File: src/rtl/core/assert_macros.svh
// Assertion macros shared by the ordered list RTL.
// Depends on nothing; included by files that carry concurrent checks.
`ifndef ASSERT_MACROS_SVH
`define ASSERT_MACROS_SVH

// Clocked property, masked while reset is high.
`define OLAD_ASSERT(label, clk, rst, prop, msg) \
  label: assert property (@(posedge clk) disable iff (rst) (prop)) else $error(msg);

// Clocked property, checked during reset as well.
`define OLAD_ASSERT_ALWAYS(label, clk, prop, msg) \
  label: assert property (@(posedge clk) (prop)) else $error(msg);

`endif

File: src/rtl/core/olad_pkg.sv
// Package for the ordered list block: field widths, operation and status
// codes, controller states and the controller/datapath interface structs.
`timescale 1ns / 1ps
`default_nettype none

package olad_pkg;

  localparam int DEF_CAPACITY = 32;
  localparam int DEF_ID_BITS  = 16;

  localparam int KIND_W   = 2;
  localparam int ID_W     = 16;
  localparam int POS_W    = 8;
  localparam int STATUS_W = 2;
  localparam int COUNT_W  = 6;

  localparam logic [KIND_W-1:0] KIND_APPEND = 2'd0;
  localparam logic [KIND_W-1:0] KIND_DELETE = 2'd1;
  localparam logic [KIND_W-1:0] KIND_DUMP   = 2'd2;

  localparam logic [STATUS_W-1:0] STATUS_OK    = 2'd0;
  localparam logic [STATUS_W-1:0] STATUS_FULL  = 2'd1;
  localparam logic [STATUS_W-1:0] STATUS_RANGE = 2'd2;
  localparam logic [STATUS_W-1:0] STATUS_EMPTY = 2'd3;

  typedef enum logic {
    S_IDLE,
    S_DUMP
  } olad_state_t;

  typedef struct packed {
    logic accept;     // item taken this cycle
    logic dump_step;  // emit the next dump entry
  } olad_cmd_t;

  typedef struct packed {
    logic out_free;   // output register can load this cycle
    logic dump_last;  // current dump entry is the final one
    logic list_empty; // no entries held
  } olad_stat_t;

endpackage

`default_nettype wire

File: src/rtl/core/olad_if.sv
// Valid/ready channel interfaces for the ordered list block.
// Depends on olad_pkg for the payload widths.
`timescale 1ns / 1ps
`default_nettype none

interface olad_cmd_if;
  logic                        valid;
  logic                        ready;
  logic [olad_pkg::KIND_W-1:0] kind;
  logic [olad_pkg::ID_W-1:0]   package_id;
  logic [olad_pkg::POS_W-1:0]  position;

  modport source (output valid, kind, package_id, position, input ready);
  modport sink   (input valid, kind, package_id, position, output ready);
endinterface

interface olad_rsp_if;
  logic                          valid;
  logic                          ready;
  logic [olad_pkg::STATUS_W-1:0] status;
  logic [olad_pkg::ID_W-1:0]     entry_value;
  logic [olad_pkg::COUNT_W-1:0]  entry_count;
  logic                          last;

  modport source (output valid, status, entry_value, entry_count, last, input ready);
  modport sink   (input valid, status, entry_value, entry_count, last, output ready);
endinterface

`default_nettype wire

File: src/rtl/core/olad_ctrl.sv
// Controller for the ordered list: idle/dump state machine, input handshake.
// Depends on olad_pkg and assert_macros.svh.
`timescale 1ns / 1ps
`default_nettype none
`include "assert_macros.svh"

module olad_ctrl (
  input  wire logic                        clk,
  input  wire logic                        rst,
  input  wire logic                        in_valid,
  input  wire logic [olad_pkg::KIND_W-1:0] kind,
  output logic                             in_ready,
  input  wire olad_pkg::olad_stat_t        stat,
  output olad_pkg::olad_cmd_t              cmd
);
  import olad_pkg::*;

  olad_state_t state;
  olad_state_t state_next;

  always_ff @(posedge clk) begin
    if (rst) begin
      state <= S_IDLE;
    end else begin
      state <= state_next;
    end
  end

  always_comb begin
    state_next = state;
    case (state)
      S_IDLE: begin
        if (cmd.accept && kind == KIND_DUMP && !stat.list_empty) begin
          state_next = S_DUMP;
        end
      end
      S_DUMP: begin
        if (stat.out_free && stat.dump_last) begin
          state_next = S_IDLE;
        end
      end
      default: state_next = S_IDLE;
    endcase
  end

  always_comb begin
    in_ready      = 1'b0;
    cmd.accept    = 1'b0;
    cmd.dump_step = 1'b0;
    case (state)
      S_IDLE: begin
        in_ready   = stat.out_free;
        cmd.accept = in_valid && stat.out_free;
      end
      S_DUMP: begin
        cmd.dump_step = stat.out_free;
      end
      default: ;
    endcase
  end

  `OLAD_ASSERT(a_single_result_stays_idle, clk, rst, (cmd.accept && kind != KIND_DUMP) |=> (state == S_IDLE), "non-dump item left the idle state")
  `OLAD_ASSERT(a_dump_entered_by_item, clk, rst, $rose(state == S_DUMP) |-> $past(cmd.accept), "dump started without an accepted item")

endmodule

`default_nettype wire

File: src/rtl/core/olad_dpath.sv
// Datapath for the ordered list: shifting entry cells, entry count, dump
// index and the output register. Depends on olad_pkg, olad_if, assert_macros.svh.
`timescale 1ns / 1ps
`default_nettype none
`include "assert_macros.svh"

module olad_dpath #(
  parameter int CAPACITY = olad_pkg::DEF_CAPACITY,
  parameter int ID_BITS  = olad_pkg::DEF_ID_BITS
) (
  input  wire logic                        clk,
  input  wire logic                        rst,
  input  wire olad_pkg::olad_cmd_t         cmd,
  input  wire logic [olad_pkg::KIND_W-1:0] kind,
  input  wire logic [olad_pkg::ID_W-1:0]   package_id,
  input  wire logic [olad_pkg::POS_W-1:0]  position,
  output olad_pkg::olad_stat_t             stat,
  olad_rsp_if.source                       rsp
);
  import olad_pkg::*;

  localparam int SW   = (ID_BITS < ID_W) ? ID_BITS : ID_W;
  localparam int CW   = $clog2(CAPACITY + 1);
  localparam int IW   = (CAPACITY > 1) ? $clog2(CAPACITY) : 1;
  localparam int CMPW = (CW > POS_W) ? CW : POS_W;
  localparam int CXW  = (CW > COUNT_W) ? CW : COUNT_W;

  logic [SW-1:0]       slots [CAPACITY];
  logic [CW-1:0]       total;
  logic [CW-1:0]       total_next;
  logic [IW-1:0]       idx;
  logic                out_valid;

  logic                is_full;
  logic                pos_bad;
  logic                app_ok;
  logic                del_ok;
  logic                dump_go;
  logic [CMPW-1:0]     pos_ext;
  logic [STATUS_W-1:0] op_status;
  logic [ID_W-1:0]     rd_value;
  logic [CXW-1:0]      cnt_op_ext;
  logic [CXW-1:0]      cnt_cur_ext;

  assign is_full = (total == CW'(CAPACITY));
  assign pos_ext = CMPW'(position);
  assign pos_bad = (position == '0) || (pos_ext > CMPW'(total));
  assign app_ok  = cmd.accept && (kind == KIND_APPEND) && !is_full;
  assign del_ok  = cmd.accept && (kind == KIND_DELETE) && !pos_bad;
  assign dump_go = cmd.accept && (kind == KIND_DUMP) && (total != '0);

  always_comb begin
    total_next = total;
    if (app_ok) begin
      total_next = total + CW'(1);
    end else if (del_ok) begin
      total_next = total - CW'(1);
    end
  end

  always_comb begin
    case (kind)
      KIND_APPEND: op_status = is_full ? STATUS_FULL : STATUS_OK;
      KIND_DELETE: op_status = pos_bad ? STATUS_RANGE : STATUS_OK;
      KIND_DUMP:   op_status = STATUS_EMPTY;
      default:     op_status = STATUS_OK;
    endcase
  end

  // Cells: append writes at the tail, delete pulls later cells down by one.
  for (genvar g = 0; g < CAPACITY; g++) begin : g_cell
    if (g < CAPACITY - 1) begin : g_mid
      always_ff @(posedge clk) begin
        if (app_ok && total == CW'(g)) begin
          slots[g] <= package_id[SW-1:0];
        end else if (del_ok && CMPW'(g + 1) >= pos_ext) begin
          slots[g] <= slots[g+1];
        end
      end
    end else begin : g_end
      always_ff @(posedge clk) begin
        if (app_ok && total == CW'(g)) begin
          slots[g] <= package_id[SW-1:0];
        end
      end
    end
  end

  always_ff @(posedge clk) begin
    if (rst) begin
      total <= '0;
    end else begin
      total <= total_next;
    end
  end

  always_ff @(posedge clk) begin
    if (cmd.accept) begin
      idx <= '0;
    end else if (cmd.dump_step) begin
      idx <= idx + IW'(1);
    end
  end

  always_comb begin
    rd_value         = '0;
    rd_value[SW-1:0] = slots[idx];
  end

  assign cnt_op_ext  = CXW'(total_next);
  assign cnt_cur_ext = CXW'(total);

  assign stat.out_free   = !out_valid || rsp.ready;
  assign stat.dump_last  = (CW'(idx) + CW'(1)) == total;
  assign stat.list_empty = (total == '0);

  always_ff @(posedge clk) begin
    if (rst) begin
      out_valid <= 1'b0;
    end else if ((cmd.accept && !dump_go) || cmd.dump_step) begin
      out_valid <= 1'b1;
    end else if (rsp.ready) begin
      out_valid <= 1'b0;
    end
  end

  always_ff @(posedge clk) begin
    if (cmd.accept && !dump_go) begin
      rsp.status      <= op_status;
      rsp.entry_value <= '0;
      rsp.entry_count <= cnt_op_ext[COUNT_W-1:0];
      rsp.last        <= 1'b1;
    end else if (cmd.dump_step) begin
      rsp.status      <= STATUS_OK;
      rsp.entry_value <= rd_value;
      rsp.entry_count <= cnt_cur_ext[COUNT_W-1:0];
      rsp.last        <= stat.dump_last;
    end
  end

  assign rsp.valid = out_valid;

  `OLAD_ASSERT_ALWAYS(a_count_bound, clk, rst || (total <= CW'(CAPACITY)), "entry count above capacity")
  `OLAD_ASSERT(a_dump_last_marked, clk, rst, (cmd.dump_step && stat.dump_last) |=> (rsp.valid && rsp.last), "final dump entry not marked last")

endmodule

`default_nettype wire

File: src/rtl/core/ordered_list_append_delete.sv
// Ordered list of identifiers: tail append, delete at position, dump.
// Channels: cmd (sink) takes items {kind, package_id, position}; rsp
// (source) gives results {status, entry_value, entry_count, last}.
// Append and delete update the shifting cells in the cycle the item is
// taken; their single result shows on rsp in the next cycle.
// A dump of N entries gives N results, one per cycle while rsp is taken,
// the first once the controller has entered the dump state, later than an
// append result shows; an empty dump gives one result, in the next cycle.
// Appends, deletes and empty dumps can follow back to back; a dump takes no
// new item until its last entry is loaded, as the entries are read one at a
// time through the single cell read port walked by the dump index.
// The output register frees in the same cycle it is taken, so a new item
// is accepted while the previous result is being handed off.
// A stalled rsp holds its result and stops the dump walk; cmd.ready drops.
// Reset (rst, synchronous) empties the list and clears the output valid.
// Depends on olad_pkg, olad_if, olad_ctrl, olad_dpath.
`timescale 1ns / 1ps
`default_nettype none

module ordered_list_append_delete #(
  parameter int CAPACITY = olad_pkg::DEF_CAPACITY,
  parameter int ID_BITS  = olad_pkg::DEF_ID_BITS
) (
  input wire logic  clk,
  input wire logic  rst,
  olad_cmd_if.sink  cmd,
  olad_rsp_if.source rsp
);
  import olad_pkg::*;

  olad_cmd_t  ctl_cmd;
  olad_stat_t dp_stat;
  logic       in_ready;

  // Controller: decides when an item is taken and steps a dump.
  olad_ctrl u_ctrl (
    .clk      (clk),
    .rst      (rst),
    .in_valid (cmd.valid),
    .kind     (cmd.kind),
    .in_ready (in_ready),
    .stat     (dp_stat),
    .cmd      (ctl_cmd)
  );

  // Datapath: holds the entries and drives the result register.
  olad_dpath #(
    .CAPACITY (CAPACITY),
    .ID_BITS  (ID_BITS)
  ) u_dpath (
    .clk        (clk),
    .rst        (rst),
    .cmd        (ctl_cmd),
    .kind       (cmd.kind),
    .package_id (cmd.package_id),
    .position   (cmd.position),
    .stat       (dp_stat),
    .rsp        (rsp)
  );

  assign cmd.ready = in_ready;

endmodule

`default_nettype wire

File: src/flat_wrapper.sv
// flat-port wrapper written by rule: the top's interface ports become plain ports
module ordered_list_append_delete_flat import olad_pkg::*;
#(
  parameter int CAPACITY = olad_pkg::DEF_CAPACITY,
  parameter int ID_BITS  = olad_pkg::DEF_ID_BITS
)
  (clk, rst, cmd_valid, cmd_kind, cmd_package_id, cmd_position, cmd_ready, rsp_valid, rsp_status, rsp_entry_value, rsp_entry_count, rsp_last, rsp_ready);
  olad_cmd_if cmd_i ();
  olad_rsp_if rsp_i ();
  input wire logic clk;
  input wire logic rst;
  input wire logic [$bits(cmd_i.valid)-1:0] cmd_valid;
  input wire logic [$bits(cmd_i.kind)-1:0] cmd_kind;
  input wire logic [$bits(cmd_i.package_id)-1:0] cmd_package_id;
  input wire logic [$bits(cmd_i.position)-1:0] cmd_position;
  output wire logic [$bits(cmd_i.ready)-1:0] cmd_ready;
  output wire logic [$bits(rsp_i.valid)-1:0] rsp_valid;
  output wire logic [$bits(rsp_i.status)-1:0] rsp_status;
  output wire logic [$bits(rsp_i.entry_value)-1:0] rsp_entry_value;
  output wire logic [$bits(rsp_i.entry_count)-1:0] rsp_entry_count;
  output wire logic [$bits(rsp_i.last)-1:0] rsp_last;
  input wire logic [$bits(rsp_i.ready)-1:0] rsp_ready;
  assign cmd_i.valid = cmd_valid;
  assign cmd_i.kind = cmd_kind;
  assign cmd_i.package_id = cmd_package_id;
  assign cmd_i.position = cmd_position;
  assign cmd_ready = cmd_i.ready;
  assign rsp_valid = rsp_i.valid;
  assign rsp_status = rsp_i.status;
  assign rsp_entry_value = rsp_i.entry_value;
  assign rsp_entry_count = rsp_i.entry_count;
  assign rsp_last = rsp_i.last;
  assign rsp_i.ready = rsp_ready;
  ordered_list_append_delete #(.CAPACITY(CAPACITY), .ID_BITS(ID_BITS)) u_core (.clk(clk), .rst(rst), .cmd(cmd_i), .rsp(rsp_i));
endmodule
File: config.mk
export PLATFORM = sky130hd
export DESIGN_NAME = ordered_list_append_delete_flat
export DESIGN_NICKNAME = d
export VERILOG_FILES = /design/src/rtl/core/olad_pkg.sv /design/src/rtl/core/olad_if.sv /design/src/rtl/core/olad_ctrl.sv /design/src/rtl/core/olad_dpath.sv /design/src/rtl/core/ordered_list_append_delete.sv /design/src/flat_wrapper.sv
export VERILOG_INCLUDE_DIRS = /design/src /design/src/rtl/core
export SDC_FILE = /design/constraint.sdc
export NUM_CORES = 1
export LEC_CHECK = 0
export ABC_CLOCK_PERIOD_IN_PS = 5100
export BUFFER_PORTS_ARGS = -buffer_cell sky130_fd_sc_hd__buf_2
export CORE_ASPECT_RATIO = 1.25
export CORE_MARGIN = 4
export CORE_UTILIZATION = 30
export CTS_BUF_LIST = sky130_fd_sc_hd__clkbuf_8 sky130_fd_sc_hd__clkbuf_16
export DETAILED_ROUTE_END_ITERATION = 6
export RECOVER_POWER = 100
export SLEW_MARGIN = 40
export SYNTH_ARGS = -nofsm -noshare
export SYNTH_HDL_FRONTEND = slang
export SYNTH_SLANG_ARGS = --single-unit
File: constraint.sdc
create_clock -name clk -period 5.1 [get_ports clk]
set_input_delay 1.02 -clock clk [delete_from_list [all_inputs] [get_ports clk]]
set_output_delay 1.02 -clock clk [all_outputs]
set_load 0.03 [all_outputs]
==> metrics.yaml, run 1 <==
run_status:
  status: "finished, violations left"
  violations: "max-capacitance violations, max-slew violations"
run:
  drv_cap: 19
sta:
  setup_violations: 0
  slew_headroom_pct: -30.09
  period_share_pct: 85.24
  rsz0062_at_grt: "no"
  fmax_mhz: 230.0
  min_period_ns: 4.347
  worst_pin_slew_ns: 1.951
  slew_viol_final: 560
  totalNegativeSetupSlack_ns: 0
  finalClockSkew_ns: 0.04073
  hold_violations: 0
synthesis:
  ys_types: 77
  syn_area_per_cell_um2: 15.65
  synth_top_cell_by_area: "edfxtp_1"
  syn_nets: 1880
  ys_warn_count: 0
  yosysMostFrequentCell: "edfxtp_1"
  synth_top_area_share_pct: 54.27
  synthTopCellsByCount: "edfxtp_1, mux2_2, mux4_2"
  synthCells: 1838
  synth-seq-cells: 550
  seq_area_frac_synth_pct: 56.36
  synth_ff_type: "edfxtp_1"
  synth_async_sr_flop_share_pct: 0
  syn_area_um2: 28770
  synth_edf_count: 520
  synth_top_cells_by_area: "edfxtp_1, mux2_2, mux4_2, mux2_4, dfxtp_1"
critical_path:
  r2r_start: "u_core.u_dpath.idx[1]$_SDFFE_PP0P_"
  critPathKind: "flop to flop"
  startpoint: "u_core.u_dpath.idx[1]$_SDFFE_PP0P_"
  worstPathArrival_ns: 4.91
  end_kind: "flop"
  cp-start-kind: "flop"
  cp_max_fo: 31
  r2r_setup_slack_ns: 0.75
  required_ns: 5.66
grt:
  grt_pass1_wl_mm: 123.7
  grt_use_total_pct: 16.19
  grt_antenna_before_repair: 1
  grt_max_degree: 71
  first_global_vias: 17600
  grt.overflow.total: 0
hold_path:
  holdCritPathClass: "flop to flop"
  hp-start: "u_core.u_dpath.rsp.entry_value[14]$_SDFFE_PP0P_"
clock_network:
  h-tree-depth: 2
  cts_setup_buffers: 0
  path_clk_slew_ns: 0.06
  ctsResizeCount: 0
  clock-root-buffer: "clkbuf_16"
  clk-insertion-delay-late_ns: 0.63
  cts_num_sinks: 550
  cts_tree: "yes"
  clock_path_buffers: 3
  cts_buffers: 55
  cts_hold_buf: 0
placed_design:
  dpl.hpwl_mm: 57.84
  gp_congestion: 0.9065
  port_buffers: 56
pwr:
  leakagePower_uw: 0.009724
  p_per_area_nw_per_um2: 300.9
  ir_worst_vdd_v: 0.0002416
floorplan:
  placementRows: 126
  fp.dieW_um: 285
  design.core.area_um2: 94750
  ios: 57
  start_util_pct: 30.37
  die-area_um2: 101000
  die_y_um: 354.3
drt:
  viasPerCell: 5.360
  dr.pass1.iters: 5
  wl_per_cell_um: 26.43
  routed_wl_mm: 84.06
  drc: 0
  drtIter0Drc: 1593
  ant_nets: 0
  vias: 17050
layout:
  post-route-util_pct: 33.49
  nets: 1896
  nFillCells: 9190
  drive_above_1_share_pct: 37.16
  synthToLayoutAreaGrowth_pct: 10.29
cell usage in the layout, fill, tap and decap left out, types with 20 or more instances in the layout:
cell type    n
edfxtp_1   520
clkbuf_1    75
nor2_1      51
buf_4       24
nor3_1      21
nand2_1     64
mux2_2     433
mux4_2     104
dfxtp_1     27
mux2i_1     60
a21oi_1     36
o21ai_0     34
inv_1       20
clkbuf_16   56
mux2_1      69
stage by stage:
| stage | total power [uW] | instances | setup WS (ns) | instance area [um^2] | hold WS [ns] |
|---|---|---|---|---|---|
| after floorplan | 5477 | 1838 | 0.7617 | 28770 | 0.5236 |
| final | 9549 | 3181 | 0.7527 | 31740 | 0.4597 |
| after detailed placement | 5644 | 3077 | 1.053 | 30450 | 0.4392 |
| after global placement | 5627 | 3077 | 1.098 | 30430 | 0.4474 |
| after global routing | 9869 | 3180 | 0.5881 | 31730 | 0.4776 |
| after CTS | 9653 | 3180 | 1.296 | 32220 | 0.4606 |
report_power, final:
part / leakage, uW / internal [uW] / total (uW) / switching (uW)
clock: 0.000912 / 2220 / 4020 / 1800
combinational: 0.00388 / 249 / 557 / 308
sequential: 0.00493 / 4960 / 4980 / 19.0
flip-flops by register name, summed over array words and instances (netlist names):
signal,count
u_core.u_ctrl.state,1
u_core.u_dpath.cnt_cur_ext,6
u_core.u_dpath.idx,5
u_core.u_dpath.rsp.entry_count,6
u_core.u_dpath.rsp.entry_value,16
u_core.u_dpath.rsp.last,1
u_core.u_dpath.rsp.status,2
u_core.u_dpath.rsp.valid,1
u_core.u_dpath.slots,512
area by class of cell:
type | instances | area (um^2) | area share (%)
Timing Repair Buffer | 120 | 611.8 | 1.928
Antenna cell | 1 | 2.502 | 0.007885
Inverter | 8 | 30.03 | 0.09462
Clock inverter | 42 | 292.8 | 0.9226
Multi-Input combinational cell | 1119 | 11500 | 36.24
Tap cell | 1280 | 1602 | 5.047
Clock buffer | 61 | 1470 | 4.633
Sequential cell | 550 | 16220 | 51.12
critical path, cell delays in order (launching register included):
cell	delay [ns]
dfxtp_1	1.54
nor2_1	0.60
clkbuf_1	0.44
a221oi_1	0.69
a22oi_1	0.15
nor3_1	0.62
a221o_1	0.20
path summary, 6_finish.rpt:
check	depth (start not counted)	to
max reg2reg	6	u_core.u_dpath.rsp.entry_value[4]$_SDFFE_PP0P_
max	6	u_core.u_dpath.rsp.entry_value[4]$_SDFFE_PP0P_
min	1	u_core.u_dpath.rsp.entry_value[14]$_SDFFE_PP0P_
min reg2reg	1	u_core.u_dpath.rsp.entry_value[14]$_SDFFE_PP0P_
per-layer routing:
metal  track usage, %  vias up  share of wire [%]
met5                0        -                  0
met4            4.184        0                3.0
met3            2.010      134                5.1
met2            29.80      569                 52
met1            20.06     9006                 40
li1                 -     7341                  -
cells by family after synthesis:
group	share of synthesized area (%)
multiplexers	30.53
flip-flops	56.36
AND/OR/NAND/NOR	4.675
AO/OA/AOI/OAI	4.466
buffers and inverters	3.031
XOR/XNOR	0.4262
adder cells (fa/ha/maj)	0.5218
No activity file was read; power rests on OpenSTA's default activity.
==> run 2, diff against run 1 <==
Settings changed: GPL_TIMING_DRIVEN set to 0.
==> metrics.yaml, run 2 (same netlist as run 1, synthesis figures left out) <==
pwr:
  p_per_area_nw_per_um2: 292.1
  power.switching_uw: 2088
  ir_worst_vdd_v: 0.0002792
  pwr-share-comb_pct: 6.1
  p_clk_share_pct: 41.0
  switching_share_pct: 22.22
  cellInternalPower_uw: 7310
  seqPwrFrac_pct: 52.9
  leakagePower_uw: 0.009956
drt:
  ant_nets: 0
  wl_per_cell_um: 26.00
  viasPerCell: 5.200
  drc: 0
  dr.pass1.iters: 5
  drtIter0Drc: 1522
  routed_wl_mm: 85.71
  vias: 17140
grt:
  first_global_vias: 18360
  grt_pass1_wl_mm: 123.2
  grt_antenna_before_repair: 2
  grt_max_degree: 17
  grt_use_total_pct: 16.52
  grt.overflow.total: 0
sta:
  slew_headroom_pct: -0.8323
  worst_pin_slew_ns: 1.500
  holdWs_ns: 0.4752
  min_period_ns: 4.678
  setup_violations: 0
  hold_violations: 0
  finalClockSkew_ns: 0.02343
  slew_viol_final: 1
  fmax_mhz: 213.8
  period_share_pct: 91.72
  rsz0062_at_grt: "no"
floorplan:
  start_util_pct: 30.37
  die-area_um2: 101000
  die_y_um: 354.3
  design.core.area_um2: 94750
  ios: 57
  fp.dieW_um: 285
  placementRows: 126
clock_network:
  cts_num_sinks: 550
  ctsResizeCount: 0
  clock-root-buffer: "clkbuf_16"
  cts_tree: "yes"
  cts_buffers: 52
  path_clk_slew_ns: 0.06
  cts_setup_buffers: 0
  h-tree-depth: 2
  clk-insertion-delay-late_ns: 0.61
  cts_hold_buf: 0
  clock_path_buffers: 3
critical_path:
  cp-start-kind: "flop"
  required_ns: 5.46
  worstPathArrival_ns: 5.04
  critPathKind: "flop to flop"
  cp_max_fo: 10
  end_kind: "flop"
placed_design:
  port_buffers: 54
  dpl.hpwl_mm: 67.83
  gp_congestion: 0.9418
run_status:
  status: "finished, violations left"
  violations: "max-capacitance violations, max-slew violations"
layout:
  nFillCells: 9127
  nets: 2014
  final_common_cell: "edfxtp_1"
  multi_input_area_um2: 11500
  synthToLayoutAreaGrowth_pct: 11.84
  largest_reg_flops: 512
  reg_top3: "u_core.u_dpath.slots (512), u_core.u_dpath.rsp.entry_value (16)"
  max_flop_register: "u_core.u_dpath.slots"
  register_area_um2: 16220
  post-route-util_pct: 33.96
  drive_above_1_share_pct: 35.43
  final_cell_mix: "edfxtp_1, mux2_2, clkbuf_1"
hold_path:
  holdCritPathClass: "flop to flop"
run:
  drv_cap: 1
==> run 2: cell types whose count changed in the layout (fill, tap and decap cells not counted), sizes merged <==
cell      change
buf          +32
bufinv        +1
clkbuf       +82
clkinv        +8
clkinvlp      -3
diode         +1
inv           -5
==> run 2: worst paths after layout <==
path	startpoint	slack, ns	depth (start not counted)	endpoint
setup / recovery	u_core.u_dpath.cnt_cur_ext[2]$_SDFF_PP0_	0.42	11	u_core.u_dpath.slots[3][9]$_DFFE_PP_
hold / removal	u_core.u_dpath.rsp.entry_value[11]$_SDFFE_PP0P_	0.48	1	u_core.u_dpath.rsp.entry_value[11]$_SDFFE_PP0P_
setup reg to reg	u_core.u_dpath.cnt_cur_ext[2]$_SDFF_PP0_	0.42	11	u_core.u_dpath.slots[3][9]$_DFFE_PP_
hold reg to reg	u_core.u_dpath.rsp.entry_value[11]$_SDFFE_PP0P_	0.48	1	u_core.u_dpath.rsp.entry_value[11]$_SDFFE_PP0P_
==> run 2: final cells by class <==
| class | instances | area share (%) |
|---|---|---|
| multi-input combinational | 1119 | 35.73 |
| inverter | 8 | 0.09332 |
| sequential | 550 | 50.39 |
| timing repair buffer | 80 | 1.376 |
| buffer | 161 | 2.247 |
| tap | 1280 | 4.977 |
| clock buffer | 54 | 4.164 |
| clock inverter | 43 | 1.003 |
| antenna | 2 | 0.01555 |
==> run 2: through the flow <==
step                      TNS (ns)  area [um^2]  setup slack [ns]  cells  total power, uW
after floorplan                  0        28770            0.7617   1838             5477
after global placement     -173.22        30650           -0.7108   3172             5634
after detailed placement         0        31300            0.5593   3198             5668
after CTS                        0        32960            0.7442   3295             9503
after global routing             0        32180            0.2987   3296             9699
final                            0        32180            0.4221   3297             9398
==> run 2: power by group through the flow <==
stage | Sequential, uW | Clock (uW) | Combinational [uW]
5_1_grt | 4970 | 4110 | 616
3_5_place_dp | 5070 | 0 | 598
2_1_floorplan | 5090 | 0 | 389
4_1_cts | 4970 | 3930 | 601
6_report | 4970 | 3850 | 574
3_3_place_gp | 5070 | 0 | 564
==> run 2: worst max-delay path, stage by stage (launching register included) <==
cell	delay [ns]
dfxtp_1	0.33
clkbuf_1	0.41
clkinv_1	0.41
ha_1	0.42
nand4_1	0.11
nor2_1	0.23
a211o_1	0.31
nand3_1	0.18
clkbuf_1	0.37
nor2_1	0.82
clkbuf_2	0.45
mux2_2	0.38
==> run 2: layer usage <==
| metal | up-vias | share of wire (%) | GRT usage [%] |
|---|---|---|---|
| met5 | - | 0 | 0 |
| met4 | 0 | 4.8 | 7.330 |
| met3 | 162 | 5.3 | 2.062 |
| met2 | 569 | 54 | 31.56 |
| met1 | 8851 | 36 | 18.22 |
| li1 | 7562 | - | - |
